==> src/pcls_pkg.sv <==
`timescale 1ns / 1ps
// ============================================================================
// pcls_pkg
// Shared types, constants and helper functions for the packed code lookup
// table scorer: config layout, item metadata and saturating clamp algebra.
// ============================================================================
package pcls_pkg;

  // Field widths
  localparam int BITS_W  = 3;
  localparam int CNT_W   = 11;
  localparam int VEC_W   = 24;
  localparam int SCORE_W = 32;
  localparam int BYTE_W  = 8;
  localparam int LANES   = 4;
  localparam int LANE_W  = 2;
  localparam int FILL_W  = 2;
  localparam int RES_W   = 2;
  localparam int WORD_W  = RES_W + BYTE_W;
  localparam int TOTAL_W = 4;
  localparam int NCODE_W = 3;
  localparam int CODE_W  = 4;
  localparam int WIDE_W  = 35;

  // Configuration register indexes
  localparam int CFG_IDX_W  = 2;
  localparam int CFG_DATA_W = CNT_W;
  localparam logic [CFG_IDX_W-1:0] REG_BITS_PER_DIM     = 2'd0;
  localparam logic [CFG_IDX_W-1:0] REG_DIM_COUNT        = 2'd1;
  localparam logic [CFG_IDX_W-1:0] REG_BYTES_PER_VECTOR = 2'd2;

  // Configuration reset values
  localparam logic [BITS_W-1:0] RST_BITS_PER_DIM     = 3'd4;
  localparam logic [CNT_W-1:0]  RST_DIM_COUNT        = 11'd1024;
  localparam logic [CNT_W-1:0]  RST_BYTES_PER_VECTOR = 11'd512;

  // Input word modes
  localparam logic MODE_TABLE = 1'b0;
  localparam logic MODE_BYTE  = 1'b1;

  // Result queue depth
  localparam int RESULT_DEPTH = 8;
  localparam int QPTR_W       = 3;
  localparam int QCNT_W       = 4;
  localparam int PEND_W       = 5;

  typedef logic signed [WIDE_W-1:0] wide_t;

  localparam wide_t SCORE_MAX = 35'sd2147483647;
  localparam wide_t SCORE_MIN = -35'sd2147483648;

  typedef struct packed {
    logic [BITS_W-1:0] bits_per_dim;
    logic [CNT_W-1:0]  dim_count;
    logic [CNT_W-1:0]  bytes_per_vector;
  } cfg_t;

  // Metadata of one lookup group, aligned with the table read data
  typedef struct packed {
    logic             last;
    logic [VEC_W-1:0] vindex;
    logic [LANES-1:0] lane_en;
    logic [LANE_W-1:0] base_bank;
  } item_meta_t;

  // x -> clamp(x + s, lo, hi)
  typedef struct packed {
    wide_t s;
    wide_t lo;
    wide_t hi;
  } clamp_fn_t;

  localparam clamp_fn_t CLAMP_IDENTITY = '{s: '0, lo: SCORE_MIN, hi: SCORE_MAX};

  function automatic wide_t clamp_wide(wide_t v, wide_t lo, wide_t hi);
    wide_t r;
    if (v < lo) begin
      r = lo;
    end else if (v > hi) begin
      r = hi;
    end else begin
      r = v;
    end
    return r;
  endfunction

  // Apply f1 then f2; nested clamps fold into one clamp with clamped bounds
  function automatic clamp_fn_t compose(clamp_fn_t f1, clamp_fn_t f2);
    clamp_fn_t f;
    f.s  = f1.s + f2.s;
    f.lo = clamp_wide(f1.lo + f2.s, f2.lo, f2.hi);
    f.hi = clamp_wide(f1.hi + f2.s, f2.lo, f2.hi);
    return f;
  endfunction

  // Whole codes held in a word of total bits for a given code width
  function automatic logic [NCODE_W-1:0] code_count(logic [TOTAL_W-1:0] total,
                                                    logic [BITS_W-1:0] bits);
    logic [NCODE_W-1:0] n;
    case (bits)
      3'd2: n = NCODE_W'(total >> 1);
      3'd3: begin
        case (total)
          4'd0, 4'd1, 4'd2: n = 3'd0;
          4'd3, 4'd4, 4'd5: n = 3'd1;
          4'd6, 4'd7, 4'd8: n = 3'd2;
          default:          n = 3'd3;
        endcase
      end
      3'd4: n = NCODE_W'(total >> 2);
      default: n = '0;
    endcase
    return n;
  endfunction

endpackage

==> src/pcls_accum.sv <==
`timescale 1ns / 1ps
// ============================================================================
// pcls_accum
// Back end: folds up to four table entries into one saturating clamp over
// two registered levels, applies it to the accumulator and queues results.
// ============================================================================
module pcls_accum #(
  parameter int ENTRY_BITS = 16
) (
  input  logic                                        clk,
  input  logic                                        rst,
  input  pcls_pkg::item_meta_t                        meta,
  input  logic [pcls_pkg::LANES-1:0][ENTRY_BITS-1:0]  rd_data,
  output logic                                        congested,
  output logic                                        result_valid,
  input  logic                                        result_stall,
  output logic signed [pcls_pkg::SCORE_W-1:0]         score,
  output logic [pcls_pkg::VEC_W-1:0]                  vector_index
);

  pcls_pkg::clamp_fn_t lane_fn [pcls_pkg::LANES];
  pcls_pkg::clamp_fn_t pair_lo_next;
  pcls_pkg::clamp_fn_t pair_hi_next;
  pcls_pkg::clamp_fn_t pair_lo;
  pcls_pkg::clamp_fn_t pair_hi;
  pcls_pkg::clamp_fn_t group_fn;
  logic                         s1_last;
  logic [pcls_pkg::VEC_W-1:0]   s1_vindex;
  logic                         s2_last;
  logic [pcls_pkg::VEC_W-1:0]   s2_vindex;

  logic signed [pcls_pkg::SCORE_W-1:0] acc;
  logic signed [pcls_pkg::SCORE_W-1:0] acc_sum;
  pcls_pkg::wide_t                     acc_wide;

  logic [pcls_pkg::SCORE_W-1:0] q_score [pcls_pkg::RESULT_DEPTH];
  logic [pcls_pkg::VEC_W-1:0]   q_index [pcls_pkg::RESULT_DEPTH];
  logic [pcls_pkg::QPTR_W-1:0]  wr_ptr;
  logic [pcls_pkg::QPTR_W-1:0]  rd_ptr;
  logic [pcls_pkg::QCNT_W-1:0]  count;
  logic [pcls_pkg::PEND_W-1:0]  pending;
  logic                         push;
  logic                         pop;

  // Level one: entries to clamp functions in lane order, fold pairs
  always_comb begin
    for (int i = 0; i < pcls_pkg::LANES; i++) begin
      logic [pcls_pkg::LANE_W-1:0] bank;
      bank = meta.base_bank + pcls_pkg::LANE_W'(i);
      lane_fn[i] = pcls_pkg::CLAMP_IDENTITY;
      if (meta.lane_en[i]) begin
        lane_fn[i].s = pcls_pkg::wide_t'(signed'(rd_data[bank]));
      end
    end
    pair_lo_next = pcls_pkg::compose(lane_fn[0], lane_fn[1]);
    pair_hi_next = pcls_pkg::compose(lane_fn[2], lane_fn[3]);
  end

  // Fold stages; start empty so the accumulator sees no stale group
  always_ff @(posedge clk) begin
    if (rst) begin
      pair_lo  <= pcls_pkg::CLAMP_IDENTITY;
      pair_hi  <= pcls_pkg::CLAMP_IDENTITY;
      group_fn <= pcls_pkg::CLAMP_IDENTITY;
    end else begin
      pair_lo  <= pair_lo_next;
      pair_hi  <= pair_hi_next;
      group_fn <= pcls_pkg::compose(pair_lo, pair_hi);
    end
    s1_vindex <= meta.vindex;
    s2_vindex <= s1_vindex;
  end

  always_ff @(posedge clk) begin
    if (rst) begin
      s1_last <= 1'b0;
      s2_last <= 1'b0;
    end else begin
      s1_last <= meta.last;
      s2_last <= s1_last;
    end
  end

  // Apply the folded clamp to the accumulator
  assign acc_wide = pcls_pkg::clamp_wide(pcls_pkg::wide_t'(acc) + group_fn.s,
                                         group_fn.lo, group_fn.hi);
  assign acc_sum  = pcls_pkg::SCORE_W'(acc_wide);

  always_ff @(posedge clk) begin
    if (rst) begin
      acc <= '0;
    end else if (s2_last) begin
      acc <= '0;
    end else begin
      acc <= acc_sum;
    end
  end

  // Result queue
  assign push         = s2_last;
  assign result_valid = (count != '0);
  assign pop          = result_valid && !result_stall;
  assign score        = signed'(q_score[rd_ptr]);
  assign vector_index = q_index[rd_ptr];

  always_ff @(posedge clk) begin
    if (push) begin
      q_score[wr_ptr] <= acc_sum;
      q_index[wr_ptr] <= s2_vindex;
    end
  end

  always_ff @(posedge clk) begin
    if (rst) begin
      wr_ptr <= '0;
      rd_ptr <= '0;
      count  <= '0;
    end else begin
      if (push) begin
        wr_ptr <= wr_ptr + 3'd1;
      end
      if (pop) begin
        rd_ptr <= rd_ptr + 3'd1;
      end
      count <= count + pcls_pkg::QCNT_W'(push) - pcls_pkg::QCNT_W'(pop);
    end
  end

  // Hold off input while in-flight results could overrun the queue
  assign pending   = pcls_pkg::PEND_W'(count) + pcls_pkg::PEND_W'(meta.last)
                   + pcls_pkg::PEND_W'(s1_last) + pcls_pkg::PEND_W'(s2_last);
  assign congested = (pending >= pcls_pkg::PEND_W'(pcls_pkg::RESULT_DEPTH));

  // Every in-flight result has a reserved slot
  a_pending_bound: assert property (@(posedge clk) disable iff (rst)
    pending <= pcls_pkg::PEND_W'(pcls_pkg::RESULT_DEPTH))
    else $error("results in flight exceed queue depth");

  // Never push into a full queue
  a_no_overflow: assert property (@(posedge clk) disable iff (rst)
    push |-> (count < pcls_pkg::QCNT_W'(pcls_pkg::RESULT_DEPTH)))
    else $error("result queue overflow");

  // Accumulator restarts from zero after a vector result
  a_acc_clear: assert property (@(posedge clk) disable iff (rst)
    s2_last |=> (acc == '0))
    else $error("accumulator not cleared after vector");

endmodule

==> config.mk <==
export PLATFORM = sky130hd
export DESIGN_NAME = pcls_accum
export DESIGN_NICKNAME = d
export VERILOG_FILES = /design/src/pcls_pkg.sv /design/src/pcls_accum.sv
export SDC_FILE = /design/constraint.sdc
export NUM_CORES = 1
export LEC_CHECK = 0
export BUFFER_PORTS_ARGS = -buffer_cell sky130_fd_sc_hd__buf_2
export CAP_MARGIN = 25
export CORE_AREA = 2 2 265 267
export CTS_CLUSTER_DIAMETER = 200
export DETAILED_ROUTE_END_ITERATION = 8
export DIE_AREA = 0 0 267 269
export GPL_TIMING_DRIVEN = 0
export MAX_ROUTING_LAYER = met4
export PLACE_DENSITY = 0.82
export SYNTH_ARGS = -nofsm -noshare
export SYNTH_HDL_FRONTEND = slang
export SYNTH_SLANG_ARGS = --single-unit
export TNS_END_PERCENT = 10
==> constraint.sdc <==
create_clock -name clk -period 7.5 [get_ports clk]
set_clock_uncertainty 0.1 [all_clocks]
set_input_delay 0.75 -clock clk [delete_from_list [all_inputs] [get_ports clk]]
set_output_delay 0.75 -clock clk [all_outputs]
set_load 0.02 [all_outputs]
==> results.toml <==
[logic_synthesis]
synth-async-reset-ratio_pct = 0
ys_warn_count = 0
post_synth_mux_area_share_pct = 11.8
synth_cell_types = 85
synth_top_area_cell = "edfxtp_1"
synthSimpleGateAreaFrac_pct = 9.82
netlist.area_leader.share_pct = 31.2
synthTopCellsByCount = "edfxtp_1 (448), ha_1 (375), dfxtp_1 (368)"
synthAdderAreaFrac_pct = 11.7
synth_most_common_cell = "edfxtp_1"
synth_compound_area_share_pct = 11.9
synthCells = 3735
ys.flop_type = "edfxtp_1"
synth_edf_count = 448
netlist_area_um2 = 43200
synth_top_cells_by_area = "edfxtp_1 (31%), dfxtp_1 (17%), ha_1 (11%), mux4_2 (8.8%), a21oi_1 (3.9%)"
ys_ff_latch = 816
synth_xor_area_share_pct = 3.21
seq_area_frac_synth_pct = 48.2
synth_top_family_by_area = "compound AO/OA/AOI/OAI gates"
avgSynthCellArea_um2 = 11.6

[sta]
period_share_pct = 95.4
slew_headroom_pct = 25.6
period_minus_slack_ns = 7.16
setup_viol = 0
grt_setup_unrepaired = "no"
hold_viol = 0
max_freq_ghz = 0.140
hold_ws_ns = 0.108
tightest_slew_ns = 1.12
drv_slew = 0

[worst_setup_path]
slowest_delay_ns = 0.73
crit_path_end_kind = "register"
critical_path_arrival_ns = 7.56
start_kind = "register"
cp_max_fo = 16
crit_family = "compound AO/OA/AOI/OAI gates"
cp_cell_sequence = "ha_1, nand3_1, or2_2, or3_1, a21oi_1, nor3_1, o21ai_0, a21o_1, a21oi_1, xnor2_1, ha_1, a21o_1, a21o_1, a211oi_1, o211ai_1, nor2_1, a21oi_1, nor4_1, a21bo_1, buf_1, clkbuf_1, nor2_1, a211oi_1"
crit_type = "register to register"
crit_buf_inv = 2
required_ns = 7.90
slowest_stage = "dfxtp_1"

[floorplan]
die_w_um = 267
io_pins = 156
die_h_um = 269
start_util_pct = 62.3
core_um2 = 69300
die_area_um2 = 71800
row_count = 97

[placement]
place_area_um2 = 45600
gp_congestion = 1.04
dp_hpwl_um = 90100
io_buffers = 153

[grt]
grt_max_degree = 33
grt_pass1_vias = 31500
grt_pass1_wl_um = 185000
grt.total_usage_pct = 35.6
overflow = 0
antenna_found_initial = 2

[routing]
antenna_left = 0
wirelength_um = 124000
wire_per_inst_um = 24.8
drc = 0
drt_iter0_drc = 2814
first_pass_iters = 8
via_per_inst = 6.25
vias = 31300

[clock_network]
cts-buffers-inserted = 80
h-tree-depth = 3
insertion_delay_ns = 0.65
cts_tree = "done"
cts.path.max_buffers = 3
clk_pin_slew_ns = 0.06
cts_sinks = 816
cts-root-buf = "clkbuf_16"
hold_buffers = 0

[layout]
drive_gt1_share_pct = 15.0
final_cell_area_um2 = 48500
diodes = 0
finalNetCount = 4496
n_fill_cell = 4866
area_delta_synth_final_pct = 12.4

[power]
p_leak_nw = 19.9
p_per_area_nw_per_um2 = 373
peakVddDrop_mv = 0.252

[run]
maxCapViolCount = 0

[worst_hold_path]
hp-class = "input port to register"

[status]
status = "completed"
## layer usage
metal	up-vias	share of wire (%)	global-route usage (%)
met1	15000	37	41.0
met4	0	5.9	19.1
met2	1522	50	61.1
met5	-	0	-
met3	402	6.8	4.17
li1	14400	-	-
## state kept, by name, indices dropped and copies added, names as in the netlist, named ones only
signal and cells:
pair_hi 84, q_score 256, push 1, count 4, acc 32, s2_vindex 24
group_fn 105, q_index 192, s1_last 1, pair_lo 84, s1_vindex 24, wr_ptr 3
rd_ptr 3
## power by group
group          leakage, nW  internal (mW)  total [mW]  switching, mW
Clock                 1.38           2.48        4.33           1.85
Combinational         11.4           2.71        7.56           4.86
Sequential            7.09           5.97        6.19          0.213
Total                 19.9           11.2        18.1           6.92
## logic make-up after synthesis
| kind of cell | Yosys count |
|---|---|
| other | 2 |
| xor gates and xnor gates | 158 |
| AOI/OAI and AO/OA | 829 |
| muxes | 288 |
| adders and majority gates | 392 |
| and+or+nand+nor | 883 |
| buffers and inverters | 367 |
| DFF | 816 |
## final cells by class
type	count	area [um^2]	area share (%)
plain buffers	134	567	1.17
clock buffers	102	2180	4.50
clock inverters	48	662	1.36
inverters	233	875	1.80
multi-input cells	2556	21000	43.2
flip-flops and latches	816	20800	42.9
well taps	940	1180	2.42
repair buffers	185	1250	2.57
## placed cells by master, fill, tap and decap left out, types with 53 or more instances in the layout
cell,count
dfxtp_1,368
a21oi_1,337
o21ai_0,139
nand2_1,170
a21o_1,97
inv_1,233
nor2_1,301
clkbuf_16,80
ha_1,375
nand3_1,68
edfxtp_1,448
xnor2_1,110
mux2i_1,53
nor2b_1,62
buf_2,161
mux4_2,168
mux2_2,64
clkbuf_1,101
## what timing repair did
item / CTS / global route
resized for setup: 0 / 10
endpoints found under the setup margin: 0 / 214
setup buffers: 0 / 0
## final timing paths
kind,endpoint,slack [ns],cells after the start,startpoint
setup reg to reg,group_fn[56]$_SDFF_PP0_,0.34,23,pair_lo[65]$_SDFF_PP0_
hold reg to reg,s2_vindex[22]$_DFF_P_,0.23,0,s1_vindex[22]$_DFF_P_
hold / removal,s1_vindex[3]$_DFF_P_,0.11,1,meta[9]
setup / recovery,group_fn[56]$_SDFF_PP0_,0.34,23,pair_lo[65]$_SDFF_PP0_
## stage by stage
step / setup TNS [ns] / std cells / utilization (%) / total power, mW / worst slack (ns)
6_report: 0 / 5014 / 70.0 / 18.1 / 0.343
2_1_floorplan: 0 / 3739 / - / 11.3 / 1.40
5_1_grt: 0 / 5014 / 70.0 / 19.0 / 0.103
3_3_place_gp: -132.80 / 4832 / 65.1 / 13.3 / -1.27
3_5_place_dp: -1.79 / 4859 / 65.8 / 13.5 / -0.227
4_1_cts: 0 / 5009 / 69.9 / 17.9 / 0.200
(Power assumes the default switching activity.)
