<file path="src/pcls_pkg.sv">
`timescale 1ns / 1ps
// ============================================================================
// pcls_pkg
// Shared types, constants and helper functions for the packed code lookup
// table scorer: config layout, item metadata and saturating clamp algebra.
// ============================================================================
package pcls_pkg;

  // Field widths
  localparam int BITS_W  = 3;
  localparam int CNT_W   = 11;
  localparam int VEC_W   = 24;
  localparam int SCORE_W = 32;
  localparam int BYTE_W  = 8;
  localparam int LANES   = 4;
  localparam int LANE_W  = 2;
  localparam int FILL_W  = 2;
  localparam int RES_W   = 2;
  localparam int WORD_W  = RES_W + BYTE_W;
  localparam int TOTAL_W = 4;
  localparam int NCODE_W = 3;
  localparam int CODE_W  = 4;
  localparam int WIDE_W  = 35;

  // Configuration register indexes
  localparam int CFG_IDX_W  = 2;
  localparam int CFG_DATA_W = CNT_W;
  localparam logic [CFG_IDX_W-1:0] REG_BITS_PER_DIM     = 2'd0;
  localparam logic [CFG_IDX_W-1:0] REG_DIM_COUNT        = 2'd1;
  localparam logic [CFG_IDX_W-1:0] REG_BYTES_PER_VECTOR = 2'd2;

  // Configuration reset values
  localparam logic [BITS_W-1:0] RST_BITS_PER_DIM     = 3'd4;
  localparam logic [CNT_W-1:0]  RST_DIM_COUNT        = 11'd1024;
  localparam logic [CNT_W-1:0]  RST_BYTES_PER_VECTOR = 11'd512;

  // Input word modes
  localparam logic MODE_TABLE = 1'b0;
  localparam logic MODE_BYTE  = 1'b1;

  // Result queue depth
  localparam int RESULT_DEPTH = 8;
  localparam int QPTR_W       = 3;
  localparam int QCNT_W       = 4;
  localparam int PEND_W       = 5;

  typedef logic signed [WIDE_W-1:0] wide_t;

  localparam wide_t SCORE_MAX = 35'sd2147483647;
  localparam wide_t SCORE_MIN = -35'sd2147483648;

  typedef struct packed {
    logic [BITS_W-1:0] bits_per_dim;
    logic [CNT_W-1:0]  dim_count;
    logic [CNT_W-1:0]  bytes_per_vector;
  } cfg_t;

  // Metadata of one lookup group, aligned with the table read data
  typedef struct packed {
    logic             last;
    logic [VEC_W-1:0] vindex;
    logic [LANES-1:0] lane_en;
    logic [LANE_W-1:0] base_bank;
  } item_meta_t;

  // x -> clamp(x + s, lo, hi)
  typedef struct packed {
    wide_t s;
    wide_t lo;
    wide_t hi;
  } clamp_fn_t;

  localparam clamp_fn_t CLAMP_IDENTITY = '{s: '0, lo: SCORE_MIN, hi: SCORE_MAX};

  function automatic wide_t clamp_wide(wide_t v, wide_t lo, wide_t hi);
    wide_t r;
    if (v < lo) begin
      r = lo;
    end else if (v > hi) begin
      r = hi;
    end else begin
      r = v;
    end
    return r;
  endfunction

  // Apply f1 then f2; nested clamps fold into one clamp with clamped bounds
  function automatic clamp_fn_t compose(clamp_fn_t f1, clamp_fn_t f2);
    clamp_fn_t f;
    f.s  = f1.s + f2.s;
    f.lo = clamp_wide(f1.lo + f2.s, f2.lo, f2.hi);
    f.hi = clamp_wide(f1.hi + f2.s, f2.lo, f2.hi);
    return f;
  endfunction

  // Whole codes held in a word of total bits for a given code width
  function automatic logic [NCODE_W-1:0] code_count(logic [TOTAL_W-1:0] total,
                                                    logic [BITS_W-1:0] bits);
    logic [NCODE_W-1:0] n;
    case (bits)
      3'd2: n = NCODE_W'(total >> 1);
      3'd3: begin
        case (total)
          4'd0, 4'd1, 4'd2: n = 3'd0;
          4'd3, 4'd4, 4'd5: n = 3'd1;
          4'd6, 4'd7, 4'd8: n = 3'd2;
          default:          n = 3'd3;
        endcase
      end
      3'd4: n = NCODE_W'(total >> 2);
      default: n = '0;
    endcase
    return n;
  endfunction

endpackage

</file>
<file path="src/pcls_unpack.sv">
`timescale 1ns / 1ps
// ============================================================================
// pcls_unpack
// Front end: accepts words, writes table entries, unpacks code bits from the
// byte stream, tracks dimension/byte/vector counters and issues up to four
// banked table reads per cycle.
// ============================================================================
module pcls_unpack #(
  parameter int MAX_DIMS   = 1024,
  parameter int MAX_LEVELS = 16,
  parameter int ENTRY_BITS = 16,
  parameter int ADDR_W     = 12
) (
  input  logic                                       clk,
  input  logic                                       rst,
  input  pcls_pkg::cfg_t                             cfg,
  input  logic                                       item_valid,
  output logic                                       item_stall,
  input  logic                                       mode,
  input  logic [9:0]                                 table_dim,
  input  logic [3:0]                                 table_level,
  input  logic signed [15:0]                         table_value,
  input  logic [pcls_pkg::BYTE_W-1:0]                data_byte,
  input  logic                                       congested,
  output logic [pcls_pkg::LANES-1:0]                 wr_en,
  output logic [ADDR_W-1:0]                          wr_addr,
  output logic [ENTRY_BITS-1:0]                      wr_data,
  output logic [pcls_pkg::LANES-1:0][ADDR_W-1:0]     rd_addr,
  output pcls_pkg::item_meta_t                       meta
);

  localparam int ROWS   = (MAX_DIMS + pcls_pkg::LANES - 1) / pcls_pkg::LANES;
  localparam int ROW_W  = (ROWS > 1) ? $clog2(ROWS) : 1;
  localparam int LVL_W  = $clog2(MAX_LEVELS);
  localparam int DIM_W  = pcls_pkg::CNT_W + 1;
  localparam longint EMAX = (64'sd1 <<< (ENTRY_BITS - 1)) - 64'sd1;
  localparam longint EMIN = -EMAX - 64'sd1;

  // Stream state
  logic [pcls_pkg::RES_W-1:0]  res;
  logic [pcls_pkg::FILL_W-1:0] fill;
  logic [pcls_pkg::CNT_W-1:0]  dim_cnt;
  logic [pcls_pkg::CNT_W-1:0]  byte_cnt;
  logic [pcls_pkg::VEC_W-1:0]  vec_cnt;

  logic [pcls_pkg::RES_W-1:0]  res_next;
  logic [pcls_pkg::FILL_W-1:0] fill_next;
  logic [pcls_pkg::CNT_W-1:0]  dim_cnt_next;
  logic [pcls_pkg::CNT_W-1:0]  byte_cnt_next;
  logic [pcls_pkg::VEC_W-1:0]  vec_cnt_next;
  pcls_pkg::item_meta_t        meta_next;

  logic                          bits_ok;
  logic                          drain;
  logic                          drain_go;
  logic                          accept;
  logic                          byte_step;
  logic                          table_step;
  logic                          lane_step;
  logic                          last;
  logic [pcls_pkg::CNT_W-1:0]    limit;
  logic [pcls_pkg::CNT_W-1:0]    byte_inc;
  logic [pcls_pkg::WORD_W-1:0]   word;
  logic [pcls_pkg::TOTAL_W-1:0]  total;
  logic [pcls_pkg::NCODE_W-1:0]  ncode;
  logic [pcls_pkg::TOTAL_W-1:0]  used;
  logic [pcls_pkg::CODE_W-1:0]   mask;
  logic [DIM_W-1:0]              dim_sum;
  logic [pcls_pkg::CODE_W-1:0]   lane_code [pcls_pkg::LANES];
  logic [DIM_W-1:0]              lane_dim  [pcls_pkg::LANES];
  logic [pcls_pkg::LANES-1:0]    lane_en;
  logic [DIM_W-1:0]              wdim;
  longint                        wval;

  // Handshake: a full code left in the reservoir is consumed first
  assign bits_ok    = (cfg.bits_per_dim >= 3'd2) && (cfg.bits_per_dim <= 3'd4);
  assign drain      = bits_ok && ({1'b0, fill} >= cfg.bits_per_dim);
  assign item_stall = congested || (item_valid && (mode == pcls_pkg::MODE_BYTE) && drain);
  assign drain_go   = item_valid && (mode == pcls_pkg::MODE_BYTE) && drain && !congested;
  assign accept     = item_valid && !item_stall;
  assign byte_step  = accept && (mode == pcls_pkg::MODE_BYTE);
  assign table_step = accept && (mode == pcls_pkg::MODE_TABLE);
  assign lane_step  = (byte_step || drain_go) && bits_ok;

  assign limit = (int'(cfg.dim_count) < MAX_DIMS) ? cfg.dim_count
                                                  : pcls_pkg::CNT_W'(MAX_DIMS);

  // Unpack codes from the reservoir and the new byte, low bit first
  always_comb begin
    if (drain_go) begin
      word  = pcls_pkg::WORD_W'(res);
      total = pcls_pkg::TOTAL_W'(fill);
    end else begin
      word  = (pcls_pkg::WORD_W'(data_byte) << fill) | pcls_pkg::WORD_W'(res);
      total = pcls_pkg::TOTAL_W'(fill) + 4'd8;
    end
    ncode = bits_ok ? pcls_pkg::code_count(total, cfg.bits_per_dim) : '0;
    used  = pcls_pkg::TOTAL_W'(6'(ncode) * 6'(cfg.bits_per_dim));
    mask  = ~(4'hF << cfg.bits_per_dim);
    for (int i = 0; i < pcls_pkg::LANES; i++) begin
      lane_code[i] = pcls_pkg::CODE_W'(word >> (4'(i) * pcls_pkg::TOTAL_W'(cfg.bits_per_dim)))
                     & mask;
      lane_dim[i]  = DIM_W'(dim_cnt) + DIM_W'(i);
      lane_en[i]   = lane_step && (3'(i) < ncode) && (lane_dim[i] < DIM_W'(limit))
                     && (int'(lane_code[i]) < MAX_LEVELS);
    end
  end

  // Route each lane to the bank of its dimension
  always_comb begin
    for (int k = 0; k < pcls_pkg::LANES; k++) begin
      logic [pcls_pkg::LANE_W-1:0] sel;
      sel        = pcls_pkg::LANE_W'(k) - dim_cnt[pcls_pkg::LANE_W-1:0];
      rd_addr[k] = ADDR_W'({lane_dim[sel][ROW_W+1:2], lane_code[sel][LVL_W-1:0]});
    end
  end

  // Table write: saturate the value to the entry width
  always_comb begin
    wdim    = DIM_W'(table_dim);
    wval    = longint'(table_value);
    wr_addr = ADDR_W'({wdim[ROW_W+1:2], table_level[LVL_W-1:0]});
    if (wval > EMAX) begin
      wr_data = ENTRY_BITS'(EMAX);
    end else if (wval < EMIN) begin
      wr_data = ENTRY_BITS'(EMIN);
    end else begin
      wr_data = ENTRY_BITS'(wval);
    end
    wr_en = '0;
    if (table_step && (int'(table_dim) < MAX_DIMS) && (int'(table_level) < MAX_LEVELS)) begin
      wr_en[table_dim[pcls_pkg::LANE_W-1:0]] = 1'b1;
    end
  end

  // Next stream state
  always_comb begin
    byte_inc      = byte_cnt + 11'd1;
    last          = byte_step && (byte_inc == cfg.bytes_per_vector);
    res_next      = res;
    fill_next     = fill;
    dim_cnt_next  = dim_cnt;
    byte_cnt_next = byte_cnt;
    vec_cnt_next  = vec_cnt;
    dim_sum       = DIM_W'(dim_cnt) + DIM_W'(ncode);
    if (lane_step) begin
      res_next  = pcls_pkg::RES_W'(word >> used);
      fill_next = pcls_pkg::FILL_W'(total - used);
      if (dim_cnt < limit) begin
        dim_cnt_next = (dim_sum >= DIM_W'(limit)) ? limit : pcls_pkg::CNT_W'(dim_sum);
      end
    end
    if (byte_step) begin
      byte_cnt_next = byte_inc;
    end
    if (last) begin
      res_next      = '0;
      fill_next     = '0;
      dim_cnt_next  = '0;
      byte_cnt_next = '0;
      vec_cnt_next  = vec_cnt + 24'd1;
    end
    meta_next.last      = last;
    meta_next.vindex    = vec_cnt;
    meta_next.lane_en   = lane_en;
    meta_next.base_bank = dim_cnt[pcls_pkg::LANE_W-1:0];
  end

  // State registers
  always_ff @(posedge clk) begin
    if (rst) begin
      res          <= '0;
      fill         <= '0;
      dim_cnt      <= '0;
      byte_cnt     <= '0;
      vec_cnt      <= '0;
      meta.last    <= 1'b0;
      meta.lane_en <= '0;
    end else begin
      res          <= res_next;
      fill         <= fill_next;
      dim_cnt      <= dim_cnt_next;
      byte_cnt     <= byte_cnt_next;
      vec_cnt      <= vec_cnt_next;
      meta.last    <= meta_next.last;
      meta.lane_en <= meta_next.lane_en;
    end
    // Metadata payload follows the read data
    meta.vindex    <= meta_next.vindex;
    meta.base_bank <= meta_next.base_bank;
  end

  // Reservoir never holds more than two leftover bits
  a_fill_range: assert property (@(posedge clk) disable iff (rst)
    fill != 2'd3)
    else $error("reservoir fill out of range");

  // A drain cycle empties the reservoir
  a_drain_empties: assert property (@(posedge clk) disable iff (rst)
    drain_go |=> (fill == 2'd0))
    else $error("drain left bits in the reservoir");

  // After any drain a byte yields at most one code per bank
  a_byte_codes: assert property (@(posedge clk) disable iff (rst)
    (byte_step && bits_ok) |-> (ncode <= 3'd4))
    else $error("byte yields more codes than banks");

  // Lanes stay idle without a byte or drain step
  a_lane_idle: assert property (@(posedge clk) disable iff (rst)
    !lane_step |-> (lane_en == '0))
    else $error("lane enabled without a step");

endmodule

</file>
<file path="config.mk">
export PLATFORM = sky130hd
export DESIGN_NAME = pcls_unpack
export DESIGN_NICKNAME = d
export VERILOG_FILES = /design/src/pcls_pkg.sv /design/src/pcls_unpack.sv
export SDC_FILE = /design/constraint.sdc
export NUM_CORES = 1
export LEC_CHECK = 0
export ABC_AREA = 1
export BUFFER_PORTS_ARGS = -buffer_cell sky130_fd_sc_hd__buf_2
export CORE_UTILIZATION = 37
export DETAILED_ROUTE_END_ITERATION = 16
export SYNTH_ARGS = -nofsm -noshare
export SYNTH_HDL_FRONTEND = slang
export SYNTH_SLANG_ARGS = --single-unit
</file>
<file path="constraint.sdc">
create_clock -name clk -period 12.45 [get_ports clk]
set_input_delay 0.6225 -clock clk [delete_from_list [all_inputs] [get_ports clk]]
set_output_delay 0.6225 -clock clk [all_outputs]
set_load 0.005 [all_outputs]
</file>
==> impl_metrics.toml <==
[power_and_ir_drop]
clockPowerShare_pct = 40.5
p_sw_share_pct = 28.7
pwr-share-comb_pct = 21.2
power_density_mw_per_mm2 = 78.9
p_leak_nw = 4.25
power_switching_uw = 198
peakVddDrop_v = 0.0000634
intPower_uw = 491
sequentialPowerShare_pct = 38.3

[place]
gp_congestion = 0.953
port_buffers = 123
dp_hpwl_um = 17700

[finish]
area_delta_synth_final_pct = 11.2
final_cell_mix = "nand2_1 (392), buf_2 (123), nand3_1 (119), inv_1 (98)"
final_common_cell = "nand2_1"
num-nets-final = 1470
layout-drive-gt1-share_pct = 12.8
diodes = 0

[synthesis]
synth_top_area_share_pct = 20.6
syn_nets = 1411
synth_top_cell_by_area = "dfxtp_1"
ys_ff_latch = 81
yosysUniqueCellTypes = 42
synth_area_mm2 = 0.00786
ys_seq_area_share_pct = 20.6
avgSynthCellArea_um2 = 6.19
ys_warn_count = 0
synth_area_leaders = "dfxtp_1 (21%), nand2_1 (19%), ha_1 (11%)"
synthCells = 1270

[global_route]
gr-usage-all-layers_pct = 21.0
antenna_found_initial = 0
use_met3_pct = 3.49
grt_max_degree = 45
met1_usage_pct = 28.6
grt.met2_usage_pct = 33.6
top_usage_layer = "met2"
grt_pass1_vias = 7307
grt_pass1_wl_um = 36900
grt.overflow.total = 0

[clock_network]
cts_buffer_depth = 2
cts_root_buffer = "clkbuf_16"
htree_levels = 3
insertion_delay_ns = 0.33
cts_tree = "done"
cts_setup_buffers = 0
cts_hold_buf = 0
cts-buffers-inserted = 9
path_clk_slew_ns = 0.06
cts.sinks = 81
post_cts_resized = 0

[timing]
clock.fmax_mhz = 192
relSlewSlack_pct = 39.8
setup_viol_count_final = 0
fin_skew_ns = 0.00583
rsz0062_at_grt = "false"
drv_slew = 0
worst_pin_slew_ns = 0.898
hold_viol = 0
whs_ns = 0.383
final.period_utilization_pct = 41.8
min_period_ns = 5.20
fin_tns_setup_ns = 0

[setup_path]
worstPathRequired_ns = 12.72
cp_slowest_cell = "ha_1"
worst_path_most_repeated_cell = "nand2_1"
critical_path_class = "primary input to flip-flop"
path_max_fanout = 24
slowest_delay_ns = 0.37
crit_buf_inv = 5
end_kind = "flip-flop"
worstPathArrival_ns = 5.47
cpLargestDelayFamily = "simple AND/OR/NAND/NOR gates"
startpoint_type = "primary input"

[flow_run]
drv_cap = 0

[floorplan]
start_util_pct = 38.3
die-width_um = 148
row_count = 52
io_pins = 180
fp.dieH_um = 148
die-area_mm2 = 0.0218
core-area_mm2 = 0.0205

[drt]
drtAntennaViolNets = 0
drc_errors = 0
viasPerCell = 5.12
first_pass_iters = 5
drtIter0Drc = 585
wl_per_cell_um = 14.4
via_count = 8215
wl_um = 23000

[worst_hold_path]
hp-class = "flip-flop to flip-flop"

[status]
status = "completed"
==> logic make-up after synthesis <==
family | after synthesis | synth area share, %
buffers and inverters | 186 | 10.4
other | 1 | 0.0477
xor gates and xnor gates | 61 | 6.80
and+or+nand+nor | 677 | 37.2
adders and majority gates | 73 | 11.9
AOI/OAI and AO/OA | 191 | 12.9
DFF | 81 | 20.6
==> flip-flops by register name (all words and copies together), names as in the netlist <==
signal,cells
dim_cnt,11
fill,2
meta,31
res,2
vec_cnt,24
byte_cnt,11
==> worst register-to-register path, stage by stage, from the launching register on <==
cell      delay (ns)
dfxtp_1         0.54
clkinv_1        0.38
ha_1            0.40
inv_1           0.04
nand2_1         0.04
nand2_1         0.04
nand2_1         0.11
nand3_2         0.27
nand3_1         0.23
inv_2           0.08
ha_1            0.34
nand2_1         0.08
nand2_1         0.04
a21oi_1         0.32
nor3_1          0.11
xor2_1          0.24
inv_1           0.08
ha_1            0.31
a21oi_1         0.16
nor2_1          0.08
a211oi_1        0.19
nor2_1          0.11
nor2_4          0.21
nand3_4         0.21
o21ai_0         0.21
nand2_1         0.07
a21oi_1         0.11
==> worst paths after layout <==
check / start / endpoint / slack (ns) / cells past startpoint
min reg2reg: vec_cnt[23] / meta[29] / 0.38 / 0
max: cfg[23] / dim_cnt[0] / 7.25 / 26
min: vec_cnt[23] / meta[29] / 0.38 / 0
max reg2reg: fill[0] / dim_cnt[0] / 7.39 / 26
==> area by class of cell <==
type                    count  area (um^2)
fillers                  2219        11800
multi-input cells        1003         5420
flip-flops and latches     81         1620
repair buffers            127          646
inverters                 107          402
well taps                 270          338
clock buffers              12          246
clock inverters             3         65.1
==> routing by layer <==
| metal | vias to the layer above | part of all wire (%) |
|---|---|---|
| met5 | - | 0 |
| met3 | 48 | 5.8 |
| met2 | 241 | 44 |
| li1 | 4288 | - |
| met1 | 3638 | 47 |
| met4 | 0 | 2.5 |
==> power groups by stage <==
stage	Combinational, mW	Clock, mW	Sequential [mW]
floorplan	0.107	0	0.268
global placement	0.143	0	0.269
detailed placement	0.145	0	0.269
CTS	0.146	0.285	0.264
global route	0.165	0.298	0.264
finish	0.146	0.279	0.264
==> cells in the mapped netlist (all sizes together) <==
master / number
o21bai: 2
a211oi: 2
ha: 70
nor2: 87
xnor2: 17
nor4: 7
nand4: 29
dfxtp: 81
buf: 31
nor3: 20
nor3b: 2
xor2: 44
nand3: 121
o211ai: 11
o31ai: 2
clkinv: 4
nand2: 397
or2: 9
inv: 103
clkbuf: 48
fa: 3
a21oi: 83
o2111ai: 2
o21ai: 88
nand3b: 4
conb: 1
and3: 1
a31oi: 1
==> stage by stage <==
stage	util (%)	total power [mW]	instance area, um^2	cells	worst slack (ns)
after floorplan	-	0.375	7860	1270	7.99
after global placement	41.1	0.413	8420	1588	7.24
after detailed placement	41.1	0.414	8420	1588	6.96
after CTS	42.6	0.695	8730	1603	7.30
after global routing	42.6	0.727	8730	1603	6.84
final	42.6	0.689	8730	1603	7.25
Power figures use the tool's default switching activity.
